File: src/mbps_pkg.sv
// Shared constants, types and helpers for the masked byte pattern search.
package mbps_pkg;

  localparam int MAX_PATTERN = 16;
  // Pattern registers hold at most sixteen bytes.
  localparam int PATTERN_CAP = (MAX_PATTERN < 16) ? MAX_PATTERN : 16;
  localparam int IDX_W       = (PATTERN_CAP > 1) ? $clog2(PATTERN_CAP) : 1;
  localparam int LEN_W       = 5;
  localparam int COUNT_W     = 32;
  localparam int CFG_IDX_W   = 2;
  localparam int CFG_DATA_W  = 64;

  typedef enum logic [CFG_IDX_W-1:0] {
    REG_PATTERN_LOW    = 2'd0,
    REG_PATTERN_HIGH   = 2'd1,
    REG_CARE_MASK      = 2'd2,
    REG_PATTERN_LENGTH = 2'd3
  } cfg_reg_t;

  typedef struct packed {
    logic advance;
    logic clear;
  } chain_ctrl_t;

  typedef logic [PATTERN_CAP-1:0][7:0] pattern_bytes_t;

  // Clamp the programmed length into 1..PATTERN_CAP and return length - 1.
  function automatic logic [IDX_W-1:0] len_index(input logic [LEN_W-1:0] len);
    logic [IDX_W-1:0] idx;
    if (len == '0) begin
      idx = '0;
    end else if (int'(len) > PATTERN_CAP) begin
      idx = IDX_W'(PATTERN_CAP - 1);
    end else begin
      idx = IDX_W'(len - LEN_W'(1));
    end
    return idx;
  endfunction

endpackage

File: src/mbps_cell.sv
// One cell of the match chain: tracks whether pattern bytes 0..i matched so far.
module mbps_cell
  import mbps_pkg::*;
(
  input  logic        clk,
  input  logic        rst,
  input  chain_ctrl_t ctrl,
  input  logic        prev_match,
  input  logic [7:0]  data_byte,
  input  logic [7:0]  pat_byte,
  input  logic        care,
  output logic        hit,
  output logic        match
);

  // Prefix through this cell matches ending at the current byte.
  assign hit = prev_match & (~care | (data_byte == pat_byte));

  always_ff @(posedge clk) begin
    if (rst) begin
      match <= 1'b0;
    end else if (ctrl.clear) begin
      match <= 1'b0;
    end else if (ctrl.advance) begin
      match <= hit;
    end
  end

endmodule

File: src/mbps_chain.sv
// Row of match cells; each cell hands its prefix match to the next one.
module mbps_chain
  import mbps_pkg::*;
(
  input  logic                   clk,
  input  logic                   rst,
  input  chain_ctrl_t            ctrl,
  input  logic [7:0]             data_byte,
  input  pattern_bytes_t         pat_bytes,
  input  logic [PATTERN_CAP-1:0] care,
  output logic [PATTERN_CAP-1:0] hit
);

  logic [PATTERN_CAP-1:0] match;
  logic [PATTERN_CAP-1:0] prev_match;

  // The first cell always starts a fresh prefix.
  assign prev_match = {match[PATTERN_CAP-2:0], 1'b1};

  for (genvar i = 0; i < PATTERN_CAP; i++) begin : g_cell
    mbps_cell u_cell (
      .clk        (clk),
      .rst        (rst),
      .ctrl       (ctrl),
      .prev_match (prev_match[i]),
      .data_byte  (data_byte),
      .pat_byte   (pat_bytes[i]),
      .care       (care[i]),
      .hit        (hit[i]),
      .match      (match[i])
    );
  end

endmodule

File: config.mk
export PLATFORM = sky130hd
export DESIGN_NAME = mbps_chain
export DESIGN_NICKNAME = d
export VERILOG_FILES = /design/src/mbps_pkg.sv /design/src/mbps_cell.sv /design/src/mbps_chain.sv
export SDC_FILE = /design/constraint.sdc
export NUM_CORES = 1
export LEC_CHECK = 0
export BUFFER_PORTS_ARGS = -buffer_cell sky130_fd_sc_hd__buf_2
export CORE_MARGIN = 2
export CORE_UTILIZATION = 31
export DETAILED_ROUTE_END_ITERATION = 10
export GPL_TIMING_DRIVEN = 0
export PLACE_DENSITY = 0.67
export RECOVER_POWER = 50
export REMOVE_ABC_BUFFERS = 1
export SETUP_SLACK_MARGIN = 0.2
export SYNTH_ARGS = -nofsm -noshare
export SYNTH_HDL_FRONTEND = slang
export SYNTH_SLANG_ARGS = --single-unit
File: constraint.sdc
create_clock -name clk -period 1.1 [get_ports clk]
set_clock_uncertainty 0.05 [all_clocks]
set_input_delay 0.055 -clock clk [delete_from_list [all_inputs] [get_ports clk]]
set_output_delay 0.055 -clock clk [all_outputs]
set_load 0.02 [all_outputs]
==> summary.md, run 1 <==
| Metric | Value |
|---|---|
| Clk pin slew, worst setup/hold paths | `around 0.060 ns` |
| Initial antenna violation count | `0` |
| Met3 Track Usage GR | `0.0218` |
| Met2 GRT Util | `0.386` |
| Overall power | `2.60 mW` |
| Share of flip-flops with an asynchronous set or reset | `0` |
| Met1 Resource Use GR | `0.249` |
| R2R Path Start | `g_cell[5].u_cell.match$_SDFFE_PP0P_` |
| Final core occ | `0.627` |
| Final slew viol count | `0` |
| XOR/XNOR Fraction of Synth Area | `0.495` |
| Largest family of logic cells by synthesized area | `XOR/XNOR gates` |
| Max clock buf depth | `2` |
| R2R Path End | `g_cell[6].u_cell.match$_SDFFE_PP0P_` |
| Most Crowded Layer GR | `met2` |
| Status | `complete, but fails checks` |
| Grt total ovfl | `0` |
| Commonest cells in the synthesized netlist | `120 x xnor2_1, 30 x nand4_1, 20 x buf_4` |
| Routed Antenna Nets | `0` |
| Die height | `~90 microns` |
| Syn avg cell area | `just under 9 sq um` |
| Area Growth Syn to Fin | `97.1%` |
| Clock Latency Late Sink | `about 0.25 ns` |
| Mapped Cells | `260` |
| Setup ws final | `-0.0430 ns` |
| GPL Wtd Cong | `0.896` |
| Fmax | `slightly below 900 MHz` |
| Final HPWL DP | `approximately 6100 microns` |
| Net Switching | `0.837 mW` |
| Sequential Power Share | `0.210` |
| RSZ-0062 raised after global routing | `true` |
| Ys flop type | `dfxtp_1` |
| Pre-Repair DR Iteration Count | `4` |
| Die area | `~8000 sq um` |
| Layout cells sized above 1 | `0.719` |
| Total internal power | `approximately 1.8 mW` |
| # clock sinks | `15` |
| Initial core utilization | `0.318` |
| Largest regs | `g_cell.u_cell.match (15)` |
| Pre-CTS WS | `-0.500 ns` |
| IO buf count | `between 150 and 200` |
| Final Hold Violating Endpoints | `0` |
| Area share of the largest cell type after synthesis | `0.461` |
| Post-Syn Area | `~2300 sq um` |
| Core area | `a little over 7000 sq um` |
| Switching share of power | `0.322` |
| Max reg flops | `15` |
| Pin count of the biggest net entering global routing | `17` |
| CTS tree | `done` |
| Critical path type | `in2out` |
| Seq/Total Area, Yosys | `0.132` |
| First-pass GRT wire length | `around 13000 microns` |
| Top-count cell post-synth | `xnor2_1` |
| Synthesized-area fraction occupied by and/or/nand/nor cells | `0.139` |
| CTS Buf Count | `3` |
| Top cells by area, synth | `xnor2_1 46%, dfxtp_1 13%, nand4_1 8.2%` |
| Die Wd | `about 90 microns` |
| Routed Wire Length | `~9600 microns` |
| Largest reg by FF count | `g_cell.u_cell.match` |
| Worst slew pin tran | `between 0.4 and 0.5 ns` |
| Largest area contributor in the netlist | `xnor2_1` |
| Unique masters post-synth | `19` |
| Rel. slew slack | `0.706` |
| Mux cell area share after synthesis | `0` |
| DR WL/cell | `~18 microns` |
| Yosys reg bits | `15` |
| CTS root buf | `clkbuf_8` |
| HP Class | `in2reg` |
| Startpoint types | `input port` |
| Critical Path End Type | `primary output` |
| Via-per-instance ratio | `between 4 and 5` |
| H-Tree Depth | `1` |
| Residual DRC | `0` |
| # IOs | `between 150 and 200` |
| Period Utilization, post-route | `1.04` |
| P_leak | `roughly 2 nW` |
| R2r setup slk | `around 0.35 ns` |
| Worst R2R Path Depth | `1` |
| # rows | `31` |
| Filler cells | `555` |
| PwrDens | `a little under 600 nW/um^2` |
| Post-synth EDFFs | `0` |
| Combinational share of power | `0.618` |
| Post-synthesis compound-gate area fraction | `0.0993` |
| Maximum vdd drop | `359 uV` |
| Max FO, Critical Path | `8` |
| Failing checks | `negative setup slack` |
| Antenna Cells | `0` |
| Post-synthesis adder-cell area fraction | `0` |
| Crit path launch | `data_byte[4]` |
| GRT Util Overall | `0.207` |
| Synth warn | `0` |
| Via count | `between 2000 and 3000` |
| Clock network power share | `0.171` |
| Tmin final | `about 1.1 ns` |
| Worst Path Required | `1.00 ns` |
| Setup Viol. Count Final | `7` |
| CP arrival | `between 1 and 1.5 ns` |
| Max Cap Violations | `0` |
| Fin nets | `584` |
| Initial DRC count | `69` |
| Vias in the first global route | `between 2000 and 2500` |
| Critical path destination | `hit[14]` |
layout make-up:
cell class | instances | area, sq um | share of cell area
multi-input cells | 211 | 2490 | 0.554
repair buffers | 197 | 1540 | 0.341
flip-flops and latches | 15 | 300 | 0.0668
well taps | 99 | 124 | 0.0275
clock buffers | 4 | 45.0 | 0.0100
cells in the final DEF (no fill, tap or decap), drive strengths merged:
cell type and count:
a32o 14, dfxtp 15, a31oi 1, nor2 1, xor2 8, nand2 2
clkbuf 9, dlygate4sd3 2, nor4 2, o21ai 16, nand4 30, and2 16
nor3 1, xnor2 120, buf 190
routing by layer:
metal,vias up,wire length [microns]
met4,0,211
met2,111,5300
li1,1225,-
met1,1237,3550
met3,21,541
met5,-,0
through the flow:
stage / hold WS (ns) / cells / cell area (sq um) / setup TNS [ns]
2_1_floorplan: 0.105 / 226 / 1970 / -0.992
3_3_place_gp: 0.231 / 496 / 2950 / -14.42
3_5_place_dp: 0.233 / 497 / 2960 / -11.14
4_1_cts: 0.0433 / 522 / 3980 / 0
5_1_grt: 0.0949 / 526 / 4500 / -0.862
6_report: 0.0609 / 526 / 4500 / -0.166
worst max-delay path, stage by stage:
cell,delay (ns)
buf_16,0.15
xnor2_2,0.14
nand4_1,0.16
o21ai_2,0.24
and2_4,0.18
buf_6,0.11
power groups by stage:
stage          clock network (mW)  logic, mW  registers, mW
2_1_floorplan                   0      0.469          0.558
3_3_place_gp                    0      0.932          0.558
3_5_place_dp                    0      0.957          0.558
4_1_cts                     0.447       1.35          0.546
5_1_grt                     0.475       1.71          0.547
6_report                    0.446       1.61          0.547
worst min-delay path by stage:
stage | from | to | depth (start not counted)
after floorplan | ctrl[1] | g_cell[0].u_cell.match$_SDFFE_PP0P_ | 1
after global placement | care[0] | g_cell[0].u_cell.match$_SDFFE_PP0P_ | 2
after detailed placement | care[0] | g_cell[0].u_cell.match$_SDFFE_PP0P_ | 2
after CTS | rst | g_cell[0].u_cell.match$_SDFFE_PP0P_ | 4
after global routing | rst | g_cell[0].u_cell.match$_SDFFE_PP0P_ | 4
final | rst | g_cell[0].u_cell.match$_SDFFE_PP0P_ | 4
cell families after synthesis:
logic type,Yosys count
and+or+nand+nor,52
xor gates and xnor gates,128
AOI/OAI and AO/OA,31
DFF,15
buffers and inverters,34
timing repair:
item	CTS	global route
gates cloned	5	3
endpoints found under the setup margin	31	30
hold endpoints to repair	1	0
hold buffers	2	0
resized for setup	160	68
setup buffers	14	1
pin swaps	85	68
(Power assumes the default switching activity.)
==> inputs of run 2 (changes only) <==
Settings changed: CORE_UTILIZATION 31 to 37, GPL_ROUTABILITY_DRIVEN from default to 0, PLACE_DENSITY 0.67 to 0.78.
==> run 2 against run 1 <==
  * The run still ends with negative setup slack left
  * Maximum frequency down 1.4%
  * Via count grew 2.2%
  * Critical path type unchanged
  * Global-route usage up 7.2 points
  * Worst hold slack gained 0.013 ns
  * First-iteration DRC count shrank 4.3%
  * Clock power decreased by 3%
==> summary.md, run 2 (synthesized netlist as in run 1, its figures left out) <==
| Metric | Value |
|---|---|
| Status | `complete, but fails checks` |
| Failing checks | `negative setup slack` |
| Worst R2R Path Depth | `1 (unchanged)` |
| R2R Path End | `g_cell[10].u_cell.match$_SDFFE_PP0P_` |
| Via count | `2651 (+2.2%)` |
| DR WL/cell | `19.5 microns (+7.0%)` |
| Pin count of the biggest net entering global routing | `15 (-2)` |
| Initial DRC count | `66 (-4.3%)` |
| Overall power | `2.59 mW (-0.44%)` |
| CP arrival | `1.05 ns (about the same)` |
| First-pass GRT wire length | `13700 microns (+4.3%)` |
| Final HPWL DP | `5830 microns (-4.7%)` |
| PwrDens | `587 nW/um^2 (+1.4%)` |
| Max reg flops | `15 (unchanged)` |
| Worst Path Required | `1.00 ns (about the same)` |
| Clk pin slew, worst setup/hold paths | `0.06 ns (about the same)` |
| Final slew viol count | `0 (unchanged)` |
| Residual DRC | `0 (unchanged)` |
| Min-delay src | `ctrl[1]` |
| Maximum vdd drop | `393 uV (+9.4%)` |
| # rows | `28 (-9.7%)` |
| Core area | `5960 sq um (-17%)` |
| Initial core utilization | `0.383 (+0.0651)` |
| Die area | `6810 sq um (-16%)` |
| # IOs | `172 (unchanged)` |
| Critical Path End Type | `primary output` |
| Period Utilization, post-route | `1.05 (+0.0147)` |
| Hold path endpoint | `g_cell[0].u_cell.match$_SDFFE_PP0P_` |
| Met1 Resource Use GR | `0.305 (+0.0560)` |
| Largest reg by FF count | `g_cell.u_cell.match` |
| Filler cells | `398 (-28%)` |
| Final core occ | `0.741 (+0.114)` |
| RSZ-0062 raised after global routing | `true` |
| Setup ws final | `-0.0592 ns (-0.0162 ns)` |
| Setup Viol. Count Final | `10 (+3)` |
| CTS tree | `done` |
| Max clock buf depth | `2 (unchanged)` |
| Met2 GRT Util | `0.521 (+0.135)` |
| Grt total ovfl | `0 (unchanged)` |
| P_leak | `2.04 nW (+0.82%)` |
| Clock Latency Late Sink | `0.25 ns (about the same)` |
| Most Crowded Layer GR | `met2` |
| R2r setup slk | `0.34 ns (about the same)` |
| Layout cells sized above 1 | `0.732 (+0.0133)` |
| Commonest non-fill, non-tap cell in the layout | `buf_2` |
| Post-Layout Cell Count | `497 (-5.5%)` |
| Routed Antenna Nets | `0 (unchanged)` |
| Dpl cell area | `2920 sq um (-1.2%)` |
| CTS Buf Count | `3 (unchanged)` |
| Worst slew pin tran | `0.555 ns (+0.113 ns)` |
| Tmin final | `1.16 ns (+0.0162 ns)` |
| Pre-Repair DR Iteration Count | `4 (unchanged)` |
| IO buf count | `171 (unchanged)` |
| Fin nets | `579 (-0.86%)` |
| Critical path type | `in2out` |
| # clock sinks | `15 (unchanged)` |
| Max FO, Critical Path | `8 (unchanged)` |
| Hold WS | `0.0736 ns (+0.0128 ns)` |
| Routed Wire Length | `9710 microns (+1.1%)` |
| Inst Count DP | `472 (-5.0%)` |
| HP Class | `in2reg` |
| Initial antenna violation count | `0 (unchanged)` |
| GRT Util Overall | `0.280 (+0.0723)` |
| H-Tree Depth | `1 (unchanged)` |
| R2R Path Start | `g_cell[9].u_cell.match$_SDFFE_PP0P_` |
| CTS root buf | `clkbuf_8` |
| Rel. slew slack | `0.629 (-0.0764)` |
| Via-per-instance ratio | `5.33 (+8.2%)` |
| Worst Hold Depth | `2 (-2)` |
| Final Hold Violating Endpoints | `0 (unchanged)` |
| Post-route cell area | `4410 sq um (-1.8%)` |
| Antenna Cells | `0 (unchanged)` |
| Met3 Track Usage GR | `0.0489 (+0.0271)` |
| Largest regs | `g_cell.u_cell.match (15)` |
| Vias in the first global route | `2752 (+10%)` |
| Fmax | `863 MHz (-1.4%)` |
| Area Growth Syn to Fin | `93.5%` |
| Max Cap Violations | `0 (unchanged)` |
| Die Wd | `82.5 microns (-8.1%)` |
| Most frequent cells in the layout | `142 x buf_2, 84 x xnor2_2, 31 x xnor2_1, 30 x nand4_1, 23 x buf_6` |
| Startpoint types | `input port` |
| Die height | `82.5 microns (-8.1%)` |
-- run 2: timing repair --
action / CTS / global route
endpoints found under the hold margin: 1 / 0
pin swaps: 105 / 55
hold buffers: 1 / 0
endpoints found under the setup margin: 31 / 30
gates resized for setup: 187 / 39
buffers inserted: 8 / 4
gates cloned: 8 / 0
-- run 2: final cells by class --
cell class	count	area (sq um)	area share
Tap cell	75	93.8	0.0213
Timing Repair Buffer	192	1490	0.338
Multi-Input combinational cell	211	2480	0.563
Clock buffer	4	45.0	0.0102
Sequential cell	15	300	0.0680
-- run 2: worst max path at each step --
stage               depth (start not counted)  slack [ns]                              endpoint          from
floorplan                                   2       -0.07  g_cell[10].u_cell.match$_SDFFE_PP0P_       ctrl[1]
global placement                            6       -0.59                                hit[6]  data_byte[0]
detailed placement                          6       -0.61                                hit[6]  data_byte[0]
CTS                                         6        0.01                                hit[6]  data_byte[5]
global route                                6       -0.13                                hit[8]  data_byte[4]
finish                                      6       -0.06                                hit[2]  data_byte[4]
-- run 2: power by group --
part           switching (mW)  total [mW]  leakage [nW]  internal [mW]
Sequential            0.00123       0.547         0.121          0.545
Clock                   0.178       0.434        0.0228          0.256
Combinational           0.655        1.61          1.90          0.956
Total                   0.834        2.59          2.04           1.76
-- run 2: through the flow --
| step | setup TNS, ns | worst slack (ns) |
|---|---|---|
| after global routing | -0.855 | -0.127 |
| after global placement | -13.75 | -0.591 |
| after detailed placement | -14.04 | -0.614 |
| after CTS | 0 | 0.0144 |
| after floorplan | -0.992 | -0.0708 |
| final | -0.303 | -0.0592 |
-- run 2: critical path: stages --
cell and delay [ns]:
buf_16 0.14, xnor2_1 0.19, nand4_1 0.19, o21ai_2 0.20
and2_1 0.16, buf_6 0.11
-- run 2: metal layers --
metal | vias to the layer above | wire, microns
li1 | 1218 | -
met4 | 0 | 224
met5 | - | 0
met2 | 143 | 5450
met3 | 23 | 596
met1 | 1267 | 3440
==> inputs of run 3 (changes only) <==
Settings changed: GPL_TIMING_DRIVEN 0 to 1, TNS_END_PERCENT from default to 30.
==> run 3 against run 2 <==
  * The run still ends with negative setup slack left
  * First-iteration DRC count is 12% higher
  * Die area unchanged
  * Setup slack lost 0.0099 ns
  * Flip-flop and latch count unchanged
  * Critical path depth stayed put
  * Combinational power is essentially flat
  * Via count rose by 1.8%
  * Clock-buffer cell count is the same
  * Global-route usage down 2.9 points
  * Clock power grew 3%
  * Wire length up 0.12%
  * Maximum frequency decreased by 0.84%
==> summary.md, run 3 (synthesized netlist as in run 1, its figures left out) <==
| Metric | Value |
|---|---|
| Status | `complete, but fails checks` |
| Failing checks | `negative setup slack` |
| Clock Latency Late Sink | `0.25 ns (about the same)` |
| CTS tree | `done` |
| H-Tree Depth | `1 (unchanged)` |
| Grt total ovfl | `0 (unchanged)` |
| Setup Viol. Count Final | `12 (+2)` |
| CP peak stage delay | `0.21 ns (about the same)` |
| Switching share of power | `0.323 (+0.00133)` |
| # rows | `28 (unchanged)` |
| Min-delay src | `care[3]` |
| Period Utilization, post-route | `1.06 (+0.00896)` |
| Combinational share of power | `0.618 (-0.004)` |
| Largest regs | `g_cell.u_cell.match (15)` |
| Inst Count DP | `493 (+4.4%)` |
| Antenna Cells | `0 (unchanged)` |
| Maximum vdd drop | `418 uV (+6.2%)` |
| Final core occ | `0.746 (+0.00441)` |
| CP max-delay cell | `o21ai_2` |
| Commonest non-fill, non-tap cell in the layout | `buf_2` |
| Via count | `2698 (+1.8%)` |
| Worst Path Required | `1.00 ns (about the same)` |
| Critical path type | `in2out` |
| # clock sinks | `15 (unchanged)` |
| Net Switching | `0.843 mW (+1.0%)` |
| Final Hold Violating Endpoints | `0 (unchanged)` |
| Worst slew pin tran | `0.384 ns (-0.171 ns)` |
| IO buf count | `171 (unchanged)` |
| Area Growth Syn to Fin | `94.7%` |
| Overall power | `2.61 mW (+0.59%)` |
| Initial DRC count | `74 (+12%)` |
| RSZ-0062 raised after global routing | `true` |
| Initial antenna violation count | `0 (unchanged)` |
| Tmin final | `1.17 ns (+0.00986 ns)` |
| Cells along the critical path | `buf_16 > xnor2_2 > nand4_1 > o21ai_2 > and2_4 > buf_6` |
| Sequential Power Share | `0.210 (about the same)` |
| Hold path endpoint | `g_cell[3].u_cell.match$_SDFFE_PP0P_` |
| Max Cap Violations | `0 (unchanged)` |
| Startpoint types | `input port` |
| CTS Buf Count | `3 (unchanged)` |
| Worst Hold Depth | `3 (+1)` |
| R2r setup slk | `0.22 ns (-0.12 ns)` |
| Initial core utilization | `0.383 (unchanged)` |
| Final slew viol count | `0 (unchanged)` |
| P_leak | `2.00 nW (-1.8%)` |
| CP arrival | `1.06 ns (about the same)` |
| Clock network power share | `0.172 (+0.004)` |
| R2R Path Start | `g_cell[0].u_cell.match$_SDFFE_PP0P_` |
| Post-Layout Cell Count | `512 (+3.0%)` |
| Layout cells sized above 1 | `0.686 (-0.0457)` |
| Residual DRC | `0 (unchanged)` |
| Core area | `5960 sq um (unchanged)` |
| Die area | `6810 sq um (unchanged)` |
| Critical Path End Type | `primary output` |
| PwrDens | `587 nW/um^2 (about the same)` |
| Die height | `82.5 microns (unchanged)` |
| Rel. slew slack | `0.741 (+0.112)` |
| Worst R2R Path Depth | `2 (+1)` |
| Most frequent cells in the layout | `144 x buf_2, 61 x xnor2_2, 49 x xnor2_1, 30 x nand4_1, 30 x buf_6` |
| CTS root buf | `clkbuf_8` |
| GRT Util Overall | `0.251 (-0.0287)` |
| Final HPWL DP | `6090 microns (+4.5%)` |
| Die Wd | `82.5 microns (unchanged)` |
| Pre-Repair DR Iteration Count | `4 (unchanged)` |
| Via-per-instance ratio | `5.27 (-1.2%)` |
| Largest reg by FF count | `g_cell.u_cell.match` |
| Clk pin slew, worst setup/hold paths | `0.06 ns (about the same)` |
| Routed Antenna Nets | `0 (unchanged)` |
| # IOs | `172 (unchanged)` |
| Fin nets | `594 (+2.6%)` |
| Total internal power | `1.76 mW (+0.40%)` |
| Setup ws final | `-0.0691 ns (-0.00986 ns)` |
| Max FO, Critical Path | `8 (unchanged)` |
| Max clock buf depth | `2 (unchanged)` |
| Max reg flops | `15 (unchanged)` |
| HP Class | `in2reg` |
| Routed Wire Length | `9720 microns (+0.12%)` |
| DR WL/cell | `19.0 microns (-2.8%)` |
| R2R Path End | `g_cell[0].u_cell.match$_SDFFE_PP0P_` |
| Fmax | `855 MHz (-0.84%)` |
| Pin count of the biggest net entering global routing | `17 (+2)` |
| First-pass GRT wire length | `12600 microns (-7.8%)` |
| Vias in the first global route | `2668 (-3.1%)` |
[run 3: worst max-delay path by stage]
stage / from / endpoint / slack, ns / cells after the start
after floorplan: ctrl[1] / g_cell[10].u_cell.match$_SDFFE_PP0P_ / -0.07 / 2
final: data_byte[7] / hit[14] / -0.07 / 6
after CTS: data_byte[1] / hit[4] / -0.03 / 7
after global placement: data_byte[0] / hit[4] / -0.40 / 7
after global routing: data_byte[5] / hit[9] / -0.12 / 7
after detailed placement: data_byte[3] / hit[15] / -0.48 / 7
[run 3: stage by stage]
stage,instance area (sq um),setup WS [ns],hold slack (ns),TNS [ns]
6_report,4440,-0.0691,0.105,-0.376
5_1_grt,4440,-0.118,0.110,-1.10
4_1_cts,3930,-0.0302,0.0401,-0.133
3_5_place_dp,3080,-0.476,0.234,-10.77
3_3_place_gp,3080,-0.401,0.228,-9.69
2_1_floorplan,1970,-0.0708,0.105,-0.992
[run 3: worst max-delay path, delay by kind of cell]
kind	cells	cell delay, ns
AO/OA/AOI/OAI	1	0.21
XOR/XNOR	1	0.18
buffers and inverters	2	0.25
AND/OR/NAND/NOR	2	0.36
[run 3: metal layers]
metal	vias to the layer above	track usage	routed length, microns	share of wire
met4	0	0.0869	303	0.031
met3	35	0.0337	543	0.056
met1	1296	0.277	3420	0.35
met5	-	0	0	0
met2	129	0.485	5450	0.56
li1	1238	-	-	-
[run 3: repair_timing]
action / in CTS / in global routing
hold buffers: 2 / 0
pin swaps: 56 / 43
gates resized for setup: 143 / 67
setup endpoints to repair: 31 / 20
gates cloned: 5 / 2
hold endpoints to repair: 1 / 0
buffers inserted: 3 / 3
[run 3: final cells by class]
class	count	area, sq um
fill	411	1520
clock buffer	4	45.0
sequential	15	300
tap	75	93.8
timing repair buffer	207	1610
multi-input combinational	211	2390
[run 3: power groups by stage]
stage	Sequential [mW]	Clock (mW)	Combinational, mW
floorplan	0.558	0	0.469
global placement	0.558	0	0.988
detailed placement	0.558	0	1.02
CTS	0.547	0.445	1.35
global route	0.546	0.468	1.70
finish	0.547	0.449	1.61
